$ cat src/hw/rtl/lkf_pkg.sv
`default_nettype none

package lkf_pkg;

  localparam int STATE_DIM = 4;
  localparam int MEAS_DIM  = 2;
  localparam int CTRL_DIM  = 2;
  localparam int DIMX      = 4;
  localparam int ACC_W     = 51;

  typedef logic signed [31:0] word_t;
  typedef logic [7:0]         addr_t;
  typedef logic [3:0]         slot_t;
  typedef logic [2:0]         cnt_t;
  typedef logic [4:0]         pc_t;

  // Slots of the coefficient store. The first nine match the load select codes.
  localparam slot_t SL_A  = 4'd0;
  localparam slot_t SL_B  = 4'd1;
  localparam slot_t SL_Q  = 4'd2;
  localparam slot_t SL_R  = 4'd3;
  localparam slot_t SL_H  = 4'd4;
  localparam slot_t SL_I  = 4'd5;
  localparam slot_t SL_X  = 4'd6;
  localparam slot_t SL_P  = 4'd7;
  localparam slot_t SL_K  = 4'd8;
  localparam slot_t SL_V  = 4'd9;
  localparam slot_t SL_T0 = 4'd10;
  localparam slot_t SL_T1 = 4'd11;
  localparam slot_t SL_T2 = 4'd12;
  localparam slot_t SL_T3 = 4'd13;
  localparam slot_t SL_GL = 4'd14;
  localparam slot_t SL_GR = 4'd15;

  localparam logic [1:0] MODE_LOAD    = 2'd0;
  localparam logic [1:0] MODE_PREDICT = 2'd1;
  localparam logic [1:0] MODE_CORRECT = 2'd2;
  localparam logic [1:0] MODE_READ    = 2'd3;

  localparam word_t Q_ONE    = 32'sd65536;
  localparam word_t WORD_MAX = 32'sh7FFF_FFFF;
  localparam word_t WORD_MIN = 32'sh8000_0000;

  localparam cnt_t DS = cnt_t'(STATE_DIM);
  localparam cnt_t DM = cnt_t'(MEAS_DIM);
  localparam cnt_t DC = cnt_t'(CTRL_DIM);
  localparam cnt_t D1 = 3'd1;

  localparam pc_t PC_PRED = 5'd0;
  localparam pc_t PC_CORR = 5'd8;

  typedef enum logic [2:0] {
    OP_LOADV, OP_MM, OP_ADD, OP_SUB, OP_COPY, OP_IDENT, OP_INV, OP_END
  } op_kind_t;

  typedef struct packed {
    op_kind_t kind;
    slot_t    dst;
    slot_t    sa;
    slot_t    sb;
    logic     tb;
    cnt_t     nr;
    cnt_t     nk;
    cnt_t     nc;
  } op_t;

  typedef struct packed {
    logic [1:0]            mode;
    logic [3:0]            sel;
    logic [1:0]            row;
    logic [1:0]            col;
    word_t                 value;
    logic [DIMX-1:0][31:0] vec;
  } cmd_t;

  typedef struct packed {
    logic  re;
    addr_t ra0;
    addr_t ra1;
    logic  we;
    addr_t wa;
    word_t wd;
  } mem_req_t;

  typedef struct packed {
    logic       valid;
    logic [1:0] index;
    word_t      value;
    logic       last;
    logic       singular;
  } emit_t;

  typedef enum logic [4:0] {
    ST_CLR, ST_IDLE, ST_DISP, ST_LV,
    ST_MM_RD, ST_MM_MUL, ST_MM_ACC, ST_MM_WR,
    ST_EW_RD, ST_EW_WR, ST_ID,
    ST_PS_RD, ST_PS_CMP, ST_PS_END,
    ST_SW_RD, ST_SW_W1, ST_SW_W2,
    ST_PV_RD, ST_PV_LD,
    ST_NM_RD, ST_NM_ST, ST_NM_WT,
    ST_EL_CHK, ST_EL_F, ST_EL_RD, ST_EL_MUL, ST_EL_WR,
    ST_EM_RD, ST_EM_OUT
  } state_t;

  function automatic word_t sat_acc(input logic signed [ACC_W-1:0] v);
    word_t r;
    if (v[ACC_W-1:31] == '0 || v[ACC_W-1:31] == '1) begin
      r = v[31:0];
    end else begin
      r = v[ACC_W-1] ? WORD_MIN : WORD_MAX;
    end
    return r;
  endfunction

  // Round half up, then floor: exact product plus one half LSB, arithmetic shift.
  function automatic logic signed [47:0] rnd_prod(input logic signed [63:0] p);
    logic signed [63:0] t;
    t = p + 64'sd32768;
    return t[63:16];
  endfunction

  function automatic logic [31:0] mag(input word_t v);
    return v[31] ? (32'd0 - v) : v;
  endfunction

  function automatic op_t mk_op(input op_kind_t kind, input slot_t dst, input slot_t sa,
                                input slot_t sb, input logic tb, input cnt_t nr,
                                input cnt_t nk, input cnt_t nc);
    op_t o;
    o.kind = kind;
    o.dst  = dst;
    o.sa   = sa;
    o.sb   = sb;
    o.tb   = tb;
    o.nr   = nr;
    o.nk   = nk;
    o.nc   = nc;
    return o;
  endfunction

  // Operation sequence for predict (from PC_PRED) and correct (from PC_CORR).
  function automatic op_t op_at(input pc_t pc);
    op_t o;
    case (pc)
      5'd0:  o = mk_op(OP_LOADV, SL_V,  SL_V,  SL_V,  1'b0, DS, D1, D1);
      5'd1:  o = mk_op(OP_MM,    SL_T2, SL_A,  SL_X,  1'b0, DS, DS, D1);
      5'd2:  o = mk_op(OP_MM,    SL_T3, SL_B,  SL_V,  1'b0, DS, DC, D1);
      5'd3:  o = mk_op(OP_ADD,   SL_X,  SL_T2, SL_T3, 1'b0, DS, D1, D1);
      5'd4:  o = mk_op(OP_MM,    SL_T0, SL_A,  SL_P,  1'b0, DS, DS, DS);
      5'd5:  o = mk_op(OP_MM,    SL_T1, SL_T0, SL_A,  1'b1, DS, DS, DS);
      5'd6:  o = mk_op(OP_ADD,   SL_P,  SL_T1, SL_Q,  1'b0, DS, D1, DS);
      5'd7:  o = mk_op(OP_END,   SL_V,  SL_V,  SL_V,  1'b0, D1, D1, D1);
      5'd8:  o = mk_op(OP_LOADV, SL_V,  SL_V,  SL_V,  1'b0, DS, D1, D1);
      5'd9:  o = mk_op(OP_MM,    SL_T0, SL_P,  SL_H,  1'b1, DS, DS, DM);
      5'd10: o = mk_op(OP_MM,    SL_T1, SL_H,  SL_T0, 1'b0, DM, DS, DM);
      5'd11: o = mk_op(OP_ADD,   SL_GL, SL_T1, SL_R,  1'b0, DM, D1, DM);
      5'd12: o = mk_op(OP_IDENT, SL_GR, SL_GR, SL_GR, 1'b0, DM, D1, DM);
      5'd13: o = mk_op(OP_INV,   SL_GR, SL_GL, SL_GR, 1'b0, DM, D1, DM);
      5'd14: o = mk_op(OP_MM,    SL_K,  SL_T0, SL_GR, 1'b0, DS, DM, DM);
      5'd15: o = mk_op(OP_MM,    SL_T2, SL_H,  SL_X,  1'b0, DM, DS, D1);
      5'd16: o = mk_op(OP_SUB,   SL_T3, SL_V,  SL_T2, 1'b0, DM, D1, D1);
      5'd17: o = mk_op(OP_MM,    SL_T2, SL_K,  SL_T3, 1'b0, DS, DM, D1);
      5'd18: o = mk_op(OP_ADD,   SL_X,  SL_X,  SL_T2, 1'b0, DS, D1, D1);
      5'd19: o = mk_op(OP_MM,    SL_T0, SL_K,  SL_H,  1'b0, DS, DM, DS);
      5'd20: o = mk_op(OP_SUB,   SL_T1, SL_I,  SL_T0, 1'b0, DS, D1, DS);
      5'd21: o = mk_op(OP_MM,    SL_T0, SL_T1, SL_P,  1'b0, DS, DS, DS);
      5'd22: o = mk_op(OP_COPY,  SL_P,  SL_T0, SL_T0, 1'b0, DS, D1, DS);
      default: o = mk_op(OP_END, SL_V,  SL_V,  SL_V,  1'b0, D1, D1, D1);
    endcase
    return o;
  endfunction

endpackage

`default_nettype wire

$ cat src/hw/rtl/lkf_div.sv
`default_nettype none

module lkf_div (
  input  wire             clk,
  input  wire             rst_n,
  input  wire             start,
  input  lkf_pkg::word_t  num,
  input  lkf_pkg::word_t  den,
  output logic            done,
  output lkf_pkg::word_t  quo
);
  import lkf_pkg::*;

  logic        busy_r;
  logic        done_r;
  logic [5:0]  cnt_r;
  logic [31:0] rem_r;
  logic [47:0] dvd_r;
  logic [31:0] dvs_r;
  logic [47:0] quo_r;
  logic        neg_r;

  logic [32:0] rem_sh;
  logic [32:0] diff;
  logic        qbit;

  assign rem_sh = {rem_r, dvd_r[47]};
  assign diff   = rem_sh - {1'b0, dvs_r};
  assign qbit   = ~diff[32];

  always_ff @(posedge clk) begin
    if (!rst_n) begin
      busy_r <= 1'b0;
      done_r <= 1'b0;
      cnt_r  <= '0;
    end else begin
      done_r <= 1'b0;
      if (start) begin
        busy_r <= 1'b1;
        cnt_r  <= '0;
      end else if (busy_r) begin
        cnt_r <= cnt_r + 6'd1;
        if (cnt_r == 6'd47) begin
          busy_r <= 1'b0;
          done_r <= 1'b1;
        end
      end
    end
  end

  // Restoring division on magnitudes, one quotient bit per cycle.
  always_ff @(posedge clk) begin
    if (start) begin
      rem_r <= '0;
      dvd_r <= {mag(num), 16'd0};
      dvs_r <= mag(den);
      quo_r <= '0;
      neg_r <= num[31] ^ den[31];
    end else if (busy_r) begin
      rem_r <= qbit ? diff[31:0] : rem_sh[31:0];
      dvd_r <= {dvd_r[46:0], 1'b0};
      quo_r <= {quo_r[46:0], qbit};
    end
  end

  always_comb begin
    if (!neg_r) begin
      quo = (quo_r > 48'h0000_7FFF_FFFF) ? WORD_MAX : quo_r[31:0];
    end else begin
      quo = (quo_r > 48'h0000_8000_0000) ? WORD_MIN : (32'd0 - quo_r[31:0]);
    end
  end

  assign done = done_r;

endmodule

`default_nettype wire

$ cat config.mk
export PLATFORM = sky130hd
export DESIGN_NAME = lkf_div
export DESIGN_NICKNAME = d
export VERILOG_FILES = /design/src/hw/rtl/lkf_pkg.sv /design/src/hw/rtl/lkf_div.sv
export SDC_FILE = /design/constraint.sdc
export NUM_CORES = 1
export LEC_CHECK = 0
export BUFFER_PORTS_ARGS = -buffer_cell sky130_fd_sc_hd__buf_2
export CAP_MARGIN = 20
export CORE_MARGIN = 3
export CORE_UTILIZATION = 50
export CTS_CLUSTER_SIZE = 25
export DETAILED_ROUTE_END_ITERATION = 16
export HOLD_SLACK_MARGIN = 0.02
export PLACE_DENSITY = 0.69
export REMOVE_ABC_BUFFERS = 1
export SETUP_SLACK_MARGIN = 0.3
export SLEW_MARGIN = 20
export SYNTH_ARGS = -nofsm -noshare
export SYNTH_HDL_FRONTEND = slang
export SYNTH_SLANG_ARGS = --single-unit
$ cat constraint.sdc
create_clock -name clk -period 6.2 [get_ports clk]
set_clock_uncertainty 0.1 [all_clocks]
set_input_delay 0.62 -clock clk [delete_from_list [all_inputs] [get_ports clk]]
set_output_delay 0.62 -clock clk [all_outputs]
set_load 0.03 [all_outputs]
[Yosys cells after proc, flatten, opt, wreduce, memory -nomap -nowiden]
Index checks and enable logic that the tools add are counted.
Cells by class
  magnitude comparators: 2
  add/subtract/negate cells: 5
  mux-type cells: 12
  reduce and logical (&&, ||, !) cells: 3
  equal/unequal tests: 1
  bitwise operators: 4
Operators with widths (count)
  2-to-1 mux 32 bit: 5
  2-to-1 mux 48 bit: 2
  subtractor 1 x 32 -> 32 bit (first input constant): 3
  > comparator 48 x 31 -> 1 bit (second input constant): 1
  > comparator 48 x 32 -> 1 bit (second input constant): 1
  subtractor 33 x 32 -> 33 bit: 1
  2-to-1 mux 31 bit: 1
  adder 6 x 1 -> 6 bit (second input constant): 1
  equality test 6 bit (second input constant): 1
  2-to-1 mux 1 bit: 4
  inverter 1 bit: 3
  OR reduction 3 bit: 1
  nonzero test 2 bit: 1
  OR reduction 2 bit: 1
  bitwise XOR 1 bit: 1
Storage, ports and cells
  input bits: 67
  register bits after elaboration: 153
  output and inout bits: 33
  logic and storage cells: 36

[Depth between registers and ports, before layout]
Gate-level depths: netlist of the first run.
  word-level depth: 4
  mapped depth: 14
  gate-level depth less buffers: 12

[Worst setup path after synthesis of the first run]
OpenSTA, ideal clock, no wires.
  kind: register -> output
  start: register quo_r[2]
  end: output quo[29]
  buffers on the path: 0
  arrival time: 3663 ps
  data required time: 5480 ps
  path slack: 1817 ps
  cell stages (with the launch flop): 10
  cell sequence: dfxtp_1 > or3_4 > or4b_4 > or4_4 > or4b_4 > or4b_4 > or3_4 > o21ai_0 > nand2_1 > o311ai_0
On the way
  cells in the longest elaborated chain, start to end: 3
  elaborated cells on any way between the ends: 6
  classes of those cells: 1 x add/sub; 2 x order compare; 3 x mux
Ends and longest elaborated chain
  start, declared: RTL line lkf_div.sv:20  | logic [47:0] quo_r;
  start signal, assigned: RTL line lkf_div.sv:62  | quo_r <= {quo_r[46:0], qbit};
  > comparator 48 x 31 -> 1 bit, or another cell as far along: RTL line lkf_div.sv:68  | quo = (quo_r > 48'h0000_7FFF_FFFF) ? WORD_MAX : quo_r[31:0];
  2-to-1 mux 32 bit, on equally long branches: RTL line lkf_div.sv:68, lkf_div.sv:70
  2-to-1 mux 32 bit (*): RTL line lkf_div.sv:67  | if (!neg_r) begin
  end, declared: RTL line lkf_div.sv:10  | output lkf_pkg::word_t quo
Mark *: on every way between the ends. The rest lies on a longest branch, timed or not.

[Worst setup path in the final report of the first run]
Same ends and word-level chain as after synthesis.

==> metrics.md, run 1 <==
| Metric | Value |
|---|---|
| Post-Syn Area | 0.00975 mm² |
| Post-synth ARST share | 0 |
| Leading area contributor after synthesis | edfxtp_1 |
| Critical path's slowest cell | or4b_4 |
| Final hold violations | 0 |
| Layout cells sized above 1 | 0.130 |
| Post-CTS sizing | 0 |
| Critical R2R Launch | dvs_r[0] |
| Headroom to the max-slew limit | 0.359 |
| Max-Cap Viols | 0 |
| Post-layout util | 0.577 |
| Synth top area cells | edfxtp_1 (20%), dfxtp_1 (18%), nor2_1 (5.7%) |
| CTS tree | built |
| Gr ovfl total | 0 |
| Setup bufs post-CTS | 0 |
| Crit path largest cell delay | 0.54 ns |
| Peak supply drop | 0.196 mV |
| Clk_lat worst skew | 0.43 ns |
| Ports | 100 |
| Drt first pass iters | 5 |
| RSZ-0062 raised after global routing | false |
| Drt total wl | 22300 µm |
| Routed Antenna Nets | 0 |
| Worst slew pin tran | 0.961 ns |
| Gr busiest metal | met2 |
| GR Util All Layers | 0.209 |
| Pwr/cell area | 241 mW/mm² |
| Maximum clock rate | 0.202 GHz |
| Placed insts | 1435 |
| Full die area | 0.0212 mm² |
| Most used DFF post-synth | dfxtp_1 |
| Die height | 146 µm |
| DR iter-0 viols | 459 |
| TritonCTS buffer count | 17 |
| Unique masters post-synth | 61 |
| WHS Endpoint | busy_r |
| Grt met2 use | 0.339 |
| Setup TNS | 0 ns |
| Clk sinks | 153 |
| Met3 Use GR | 0.0452 |
| Pre-CTS WS | 1.72 ns |
| Final std cells w/o fill | 1467 |
| Post-CTS Hold Fix Bufs | 0 |
| Placed Area | 0.0103 mm² |
| Gp weighted congestion | 0.843 |
| Final setup viols | 0 |
| Critical Path RT | 5.48 ns |
| Post-synthesis sequential area ratio | 0.381 |
| HPWL Detailed | 15600 µm |
| Critical Path Start Type | flop |
| Root Buffer | clkbuf_16 |
| Initial antenna violation count | 0 |
| CP endpoint kind | output port |
| R2R Path End | rem_r[5] |
| Pins Over Slew Limit | 0 |
| Clk buf depth | 2 |
| Status | finished clean |
| Row count | 50 |
| Post-DR vias/cell | 5.65 |
| Met1 usage | 0.280 |
| FF-to-FF setup slack | 2.16 ns |
| First-pass GRT wire length | 37300 µm |
| Hold Crit Start | rst_n |
| # DRC | 0 |
| Cell Chain, Critical Path | or3_4, or4b_4, or4_4, or4b_4, or4b_4, or3_4, o21ai_0, nand2_1, o311ai_0, buf_2 |
| Core ar. | 0.0190 mm² |
| Die width | 146 µm |
| Mean Syn Cell Area | 8.60 µm² |
| Finished Cell Area | 0.0109 mm² |
| Clk slew on worst S/H paths | 0.06 ns |
| Via Count | 8282 |
| Port bufs | 99 |
| R2R depth | 12 |
| Final net count | 1298 |
| Number of synthesized flops with an enable pin | 65 |
| Mapped Cells | 1134 |
| Area fraction of the dominant cell type after synthesis | 0.200 |
| Worst Hold Class | input port to flop |
| Hold slack final | 0.345 ns |
| Setup CP Type | flop to output port |
| Largest net degree at the start of global routing | 91 |
| Leak Pwr | 4.49 nW |
| PnR worst setup slack | 1.25 ns |
| Final min period | 4.95 ns |
| Initial Utilization | 0.514 |
| Ys Warns | 0 |
| Area delta synth->final | 12.1% |
| DR WL/cell | 15.2 µm |
| Final period util | 0.799 |
| Yosys reg bits | 153 |
| Crit-path max FO | 6 |
| Diode count | 0 |
| Vias in the first global route | 7587 |
| Worst hold path depth | 2 |
| Arr. time, crit path | 4.23 ns |
| Tot Pwr | 2.64 mW |
| H-tree levels | 4 |
| Cell repeated most along the worst path | or4b_4 |
-- area by class of cell --
cell class	instances	area, µm²
clock inverters	12	100
fillers	1733	8020
well taps	260	325
inverters	56	210
clock buffers	20	489
repair buffers	105	547
flip-flops and latches	153	3720
multi-input cells	861	5550
-- synthesized netlist by cell type (13+ instances only) --
master / instances
a21oi_1: 69
a311oi_1: 21
clkbuf_1: 49
or3_1: 20
o41ai_1: 13
xnor2_1: 49
a21o_1: 14
nor4_1: 13
ha_1: 36
nand3_1: 14
nand2_1: 117
edfxtp_1: 65
o311ai_0: 21
mux2i_1: 53
o31ai_1: 20
inv_1: 56
dfxtp_1: 88
nor3_1: 20
xor2_1: 46
o21ai_0: 69
nor2_1: 147
-- cells in the final DEF, fill, tap and decap left out, types with 14 or more instances in the layout --
cell type	netlist	layout
a21o_1	14	14
a21oi_1	69	69
a311oi_1	21	21
buf_2	0	98
clkbuf_16	0	19
dfxtp_1	88	87
edfxtp_1	65	65
ha_1	36	36
inv_1	56	56
mux2i_1	53	53
nand2_1	117	117
nand3_1	14	14
nor2_1	147	147
nor3_1	20	20
o21ai_0	69	69
o311ai_0	21	21
o31ai_1	20	20
or3_1	20	20
xnor2_1	49	48
xor2_1	46	45
-- worst max path at each step --
stage | from | to | slack (ns) | depth (start not counted)
after floorplan | busy_r | dvd_r[16] | 1.64 | 2
after global routing | quo_r[2] | quo[29] | 1.10 | 10
after global placement | quo_r[2] | quo[29] | 1.71 | 10
after detailed placement | quo_r[2] | quo[29] | 1.72 | 10
final | quo_r[2] | quo[29] | 1.25 | 10
after CTS | quo_r[2] | quo[29] | 1.23 | 10
-- report_power, final --
group          internal (mW)  switching [mW]
Clock                  0.583           0.452
Combinational          0.181           0.267
Sequential              1.12          0.0333
-- flip-flops by register name, summed over array words and instances (netlist names) --
register	flops
dvs_r	32
quo_r	48
busy_r	1
done	1
cnt_r	6
dvd_r	32
rem_r	32
neg_r	1
-- routing by layer --
layer	vias up	part of all wire
li1	4216	-
met4	0	0.019
met3	30	0.044
met1	3865	0.46
met5	-	0
met2	171	0.48
-- worst max-delay path, delay by kind of cell, from the launching register on --
kind                   cells  cell delay, ns
buffers and inverters      1            0.26
AO/OA/AOI/OAI              2            0.28
flip-flops                 1            0.36
AND/OR/NAND/NOR            7            2.90
-- cell families (layout without fill, tap and decap cells) --
logic type / Yosys count / in the layout / synth area share
multiplexers: 54 / 54 / 0.0556
XOR/XNOR: 95 / 95 / 0.0853
buffers and inverters: 120 / 193 / 0.0518
AND/OR/NAND/NOR: 400 / 400 / 0.192
AO/OA/AOI/OAI: 275 / 275 / 0.186
adder cells (fa/ha/maj): 37 / 37 / 0.0482
flip-flops: 153 / 153 / 0.381
Note: power is estimated with default switching activity, not from simulation.
==> run 2, diff against run 1 <==
ABC_AREA = 1   (was not set)
PLACE_DENSITY = 0.72   (was 0.69)
clock period = 4.1 ns   (was 6.2 ns; I/O delays follow)
==> run 2 against run 1 <==
Against the previous run:
- flip-flop and latch count unchanged
- worst setup slack lost 0.61 ns
- synthesized area up 12%
- largest cell class unchanged
- final cell count rose by 39%
- via count grew 26%
- global-route usage rose by 2.2 points
- synthesized cell count up 47%
- critical path depth rose by 1
==> metrics.md, run 2 <==
| Metric | Value |
|---|---|
| Mean Syn Cell Area | 6.55 µm² |
| CTS tree | built |
| Final std cells w/o fill | 2043 |
| Clk buf depth | 2 |
| GR Util All Layers | 0.231 |
| Pwr/cell area | 308 mW/mm² |
| Area delta synth->final | 11.9% |
| Finished Cell Area | 0.0122 mm² |
| Largest net degree at the start of global routing | 59 |
| Status | finished clean |
| Highest-count cells in the layout ignoring fill and taps | nand2_1 (536), inv_1 (291), nor2_1 (138) |
| Critical R2R Launch | dvd_r[47] |
| Yosys reg bits | 153 |
| Routed Antenna Nets | 0 |
| Worst hold path depth | 1 |
| Mapped Cells | 1670 |
| Number of synthesized flops with an enable pin | 65 |
| Port bufs | 99 |
| Final setup viols | 0 |
| Arr. time, crit path | 2.95 ns |
| Via Count | 10400 |
| Post-synthesis sequential area ratio | 0.339 |
| Unique masters post-synth | 45 |
| Die height | 154 µm |
| Leak Pwr | 6.36 nW |
| Clk_lat worst skew | 0.43 ns |
| Final net count | 1857 |
| Leading area contributor after synthesis | nand2_1 |
| Core ar. | 0.0213 mm² |
| Synth top area cells | nand2_1 (18%), edfxtp_1 (18%), dfxtp_1 (16%) |
| Ports | 100 |
| Ys Warns | 0 |
| Most frequent cell after synthesis | nand2_1 |
| Vias in the first global route | 9868 |
| Setup TNS | 0 ns |
| Post-CTS sizing | 0 |
| Root Buffer | clkbuf_16 |
| Area fraction of the dominant cell type after synthesis | 0.184 |
| Most used DFF post-synth | dfxtp_1 |
| Worst Hold Class | input port to flop |
| Peak supply drop | 0.280 mV |
| First-pass GRT wire length | 46000 µm |
| Worst slew pin tran | 0.859 ns |
| Fill cell count | 2117 |
| Full die area | 0.0237 mm² |
| H-tree levels | 4 |
| Drt total wl | 27700 µm |
| Gr ovfl total | 0 |
| Final min period | 3.46 ns |
| R2R Path End | rem_r[22] |
| DR WL/cell | 13.6 µm |
| DR iter-0 viols | 692 |
| Maximum clock rate | 0.289 GHz |
| Critical Path RT | 3.59 ns |
| Post-Syn Area | 0.0109 mm² |
| Drt first pass iters | 5 |
| Initial antenna violation count | 6 |
| Synth cell count leaders | nand2_1 (536), inv_1 (291), nor2_1 (140) |
| Hold Crit Start | den[0] |
| Post-DR vias/cell | 5.09 |
| Initial Utilization | 0.514 |
| Post-CTS Hold Fix Bufs | 0 |
| Commonest non-fill, non-tap cell in the layout | nand2_1 |
| FF-to-FF setup slack | 1.24 ns |
| Pins Over Slew Limit | 0 |
| Post-synth ARST share | 0 |
| Most flops, register | quo_r |
| Setup bufs post-CTS | 0 |
| Max-Cap Viols | 0 |
| Setup CP Type | flop to output port |
| TritonCTS buffer count | 17 |
| Max reg flops | 48 |
| Clk sinks | 153 |
| Final period util | 0.844 |
| Die width | 154 µm |
| Row count | 53 |
| WHS Endpoint | dvs_r[0] |
| CP endpoint kind | output port |
| RSZ-0062 raised after global routing | false |
| Layout cells sized above 1 | 0.103 |
| Placed Area | 0.0116 mm² |
| Placed insts | 2009 |
| Gp weighted congestion | 0.926 |
| R2R depth | 17 |
| Clk slew on worst S/H paths | 0.07 ns |
| HPWL Detailed | 20900 µm |
| Final hold violations | 0 |
| Crit-path max FO | 27 |
| # DRC | 0 |
| Critical Path Start Type | flop |
| Headroom to the max-slew limit | 0.427 |
-- run 2: cell types whose count changed in the layout (fill, tap and decap cells not counted), moves of 28 or more --
cell	delta
o21ai_1	+28
nand2_1	+419
a21oi_1	-47
xor2_1	+29
mux2i_1	-53
inv_1	+235
o22ai_1	+47
nand3_1	+61
xnor2_1	-36
-- run 2: cell families (layout without fill, tap and decap cells) --
logic type,count (synthesis),count (layout),share of synthesized area
other cells,0,2,0
simple gates,850,850,0.325
fa+ha+maj,37,37,0.0430
buf+inv,343,439,0.121
compound gates,201,201,0.103
flops,153,153,0.339
xor+xnor,86,86,0.0688
-- run 2: worst max-delay path: stages, from the launching register on --
cell and delay (ns):
dfxtp_1 0.34, inv_1 0.17, ha_1 0.24, nand3_2 0.13, nor2_2 0.14, nand2_2 0.11
nor3_4 0.18, nand3_2 0.15, o21ai_2 0.17, nand2_2 0.34, o21ai_1 0.31, buf_2 0.24
-- run 2: layout make-up --
class	instances	area [µm²]	area share
repair buffers	107	556	0.0454
inverters	300	1130	0.0919
clock buffers	19	464	0.0379
clock inverters	13	130	0.0106
diodes	2	5.00	0.000409
flip-flops and latches	153	3710	0.303
multi-input cells	1174	5910	0.483
well taps	275	344	0.0281
-- run 2: per-layer routing --
layer,routed length (µm),GRT usage
met3,1330,0.0493
met5,57,0
met1,12600,0.295
met2,13200,0.395
met4,548,0.0656
-- run 2: report_power, final --
part           internal (mW)  switching (mW)
combinational          0.162           0.332
sequential              1.68          0.0228
clock                  0.857           0.719
-- run 2: how the worst max path moves through the flow --
| stage | start | endpoint | cells after the start |
|---|---|---|---|
| floorplan | busy_r | quo_r[10] | 4 |
| global placement | quo_r[0] | quo[4] | 11 |
| detailed placement | quo_r[0] | quo[5] | 11 |
| CTS | quo_r[0] | quo[5] | 11 |
| global route | quo_r[0] | quo[3] | 11 |
| finish | quo_r[0] | quo[5] | 11 |
-- run 2: through the flow --
step	setup slack [ns]	total power, mW	hold slack, ns	util
global placement	1.09	2.22	0.361	0.547
CTS	0.627	3.80	0.0778	0.575
detailed placement	1.10	2.23	0.363	0.547
floorplan	1.23	2.05	0.349	-
global route	0.431	3.94	0.0761	0.575
finish	0.640	3.77	0.0901	0.575
==> run 3, diff against run 2 <==
ABC_AREA = 0   (was 1)
PLACE_DENSITY = 0.69   (was 0.72)
clock period = 3.3 ns   (was 4.1 ns; I/O delays follow)
==> run 3 against run 2 <==
Against the previous run:
- the run now ends with negative setup slack left
- register-to-register slack got worse by 1.2 ns
- final area increased by 1.2%
- worst hold slack got worse by 0.032 ns
- worst setup slack got worse by 1.8 ns
- critical path type unchanged
- sequential share of layout area decreased by 0.30 points
- non-clock buffer count increased by 95
- largest power group unchanged
- sequential power increased by 28%
- combinational power increased by 100%
- via count decreased by 15%
- power increased by 36%
==> metrics.md, run 3 (synthesis gave the netlist of run 1 again) <==
| Metric | Value |
|---|---|
| Post-DR vias/cell | 5.67 |
| Area delta synth->final | 27.1% |
| Pins Over Slew Limit | 0 |
| Gr ovfl total | 0 |
| Critical Path RT | 2.87 ns |
| Largest net degree at the start of global routing | 47 |
| HPWL Detailed | 16800 µm |
| Critical Path Start Type | flop |
| CTS tree | built |
| Area occupied by registers | 0.00372 mm² |
| TritonCTS buffer count | 17 |
| Net Sw Frac | 0.292 |
| Highest-count cells in the layout ignoring fill and taps | nor2_1 (147), buf_4 (112), nand2_1 (89) |
| Row count | 50 |
| Internal Power | 3.62 mW |
| Clk slew on worst S/H paths | 0.07 ns |
| Diode count | 0 |
| Setup TNS | -10.20 ns |
| # DRC | 0 |
| Headroom to the max-slew limit | 0.483 |
| GR Util All Layers | 0.228 |
| Maximum clock rate | 0.226 GHz |
| Final std cells w/o fill | 1564 |
| Full die area | 0.0212 mm² |
| Clk sinks | 153 |
| Clk_lat worst skew | 0.44 ns |
| Layout cells sized above 1 | 0.255 |
| Final period util | 1.34 |
| Initial antenna violation count | 0 |
| Pwr/cell area | 412 mW/mm² |
| Placed insts | 1509 |
| Placed Area | 0.0109 mm² |
| Worst Hold Class | input port to flop |
| Via Count | 8865 |
| Peak supply drop | 0.354 mV |
| CP endpoint kind | output port |
| Most flops, register | quo_r |
| Clk buf depth | 2 |
| DR iter-0 viols | 489 |
| Ports | 100 |
| Drt first pass iters | 5 |
| Finished Cell Area | 0.0124 mm² |
| Final net count | 1395 |
| P_sw | 1.49 mW |
| Part of the power in combinational logic | 0.196 |
| H-tree levels | 4 |
| Drt total wl | 25100 µm |
| Leak Pwr | 5.19 nW |
| Max-Cap Viols | 0 |
| Fill cell count | 1549 |
| RSZ-0062 raised after global routing | true |
| Post-layout util | 0.654 |
| First-pass GRT wire length | 40700 µm |
| Gp weighted congestion | 0.873 |
| Setup CP Type | flop to output port |
| Routed Antenna Nets | 0 |
| Final setup viols | 26 |
| Final min period | 4.42 ns |
| Clock group share of total power | 0.380 |
| Initial Utilization | 0.514 |
| Crit-path max FO | 3 |
| Max reg flops | 48 |
| Arr. time, crit path | 3.99 ns |
| Port bufs | 99 |
| Sequential cell fraction of total power | 0.424 |
| Die height | 146 µm |
| Failing checks | negative setup slack |
| Vias in the first global route | 8353 |
| Root Buffer | clkbuf_16 |
| Status | finished with violations |
| Die width | 146 µm |
| Worst slew pin tran | 0.776 ns |
| Post-CTS Hold Fix Bufs | 0 |
| Hold slack final | 0.0581 ns |
| Multi-input gate area in the final layout | 0.00599 mm² |
| Core ar. | 0.0190 mm² |
| PnR worst setup slack | -1.12 ns |
| DR WL/cell | 16.0 µm |
| Final hold violations | 0 |
| Commonest non-fill, non-tap cell in the layout | nor2_1 |
==> run 3: worst paths after layout <==
check / slack (ns) / depth (start not counted) / to / start
max: -1.12 / 10 / quo[31] / quo_r[2]
min reg2reg: 0.38 / 2 / rem_r[25] / rem_r[25]
min: 0.06 / 2 / busy_r / rst_n
max reg2reg: 0.08 / 13 / rem_r[5] / dvs_r[0]
==> run 3: worst max-delay path, stage by stage, from the launching register on <==
cell and delay, ns:
dfxtp_2 0.32, or3_4 0.38, or4b_4 0.51, or4_4 0.44
or4b_4 0.50, or4b_4 0.50, or3_4 0.37, nor3_4 0.12
xnor2_1 0.13, o21a_1 0.14, buf_6 0.13
==> run 3: power by group through the flow <==
stage	Clock [mW]	Combinational (mW)	Sequential, mW
after global routing	2.06	1.10	2.18
after detailed placement	0	0.891	2.20
after global placement	0	0.878	2.20
after floorplan	0	0.585	2.21
final	1.94	0.999	2.17
after CTS	1.96	0.930	2.16
==> run 3: area by class of cell <==
class | count | share of cell area
clock inverters | 12 | 0.00828
inverters | 56 | 0.0172
clock buffers | 20 | 0.0395
repair buffers | 202 | 0.125
well taps | 260 | 0.0262
flip-flops and latches | 153 | 0.300
multi-input cells | 861 | 0.484
==> run 3: per-layer routing <==
layer,vias up,part of all wire,global-route usage
li1,4411,-,-
met4,0,0.024,0.0665
met3,49,0.042,0.0430
met2,215,0.50,0.392
met1,4190,0.44,0.294
met5,-,0,0
==> run 3: through the flow <==
step           setup WS [ns]  power [mW]
4_1_cts                -1.17        5.06
5_1_grt                -1.20        5.34
3_5_place_dp          -0.792        3.09
6_report               -1.12        5.11
2_1_floorplan          -1.26        2.79
3_3_place_gp          -0.761        3.08
==> run 3: what timing repair did <==
| action | CTS | global route |
|---|---|---|
| cloned | 4 | 1 |
| resized for setup | 114 | 73 |
| setup endpoints to repair | 65 | 67 |
| pin swaps | 32 | 34 |
| buffers inserted | 14 | 4 |
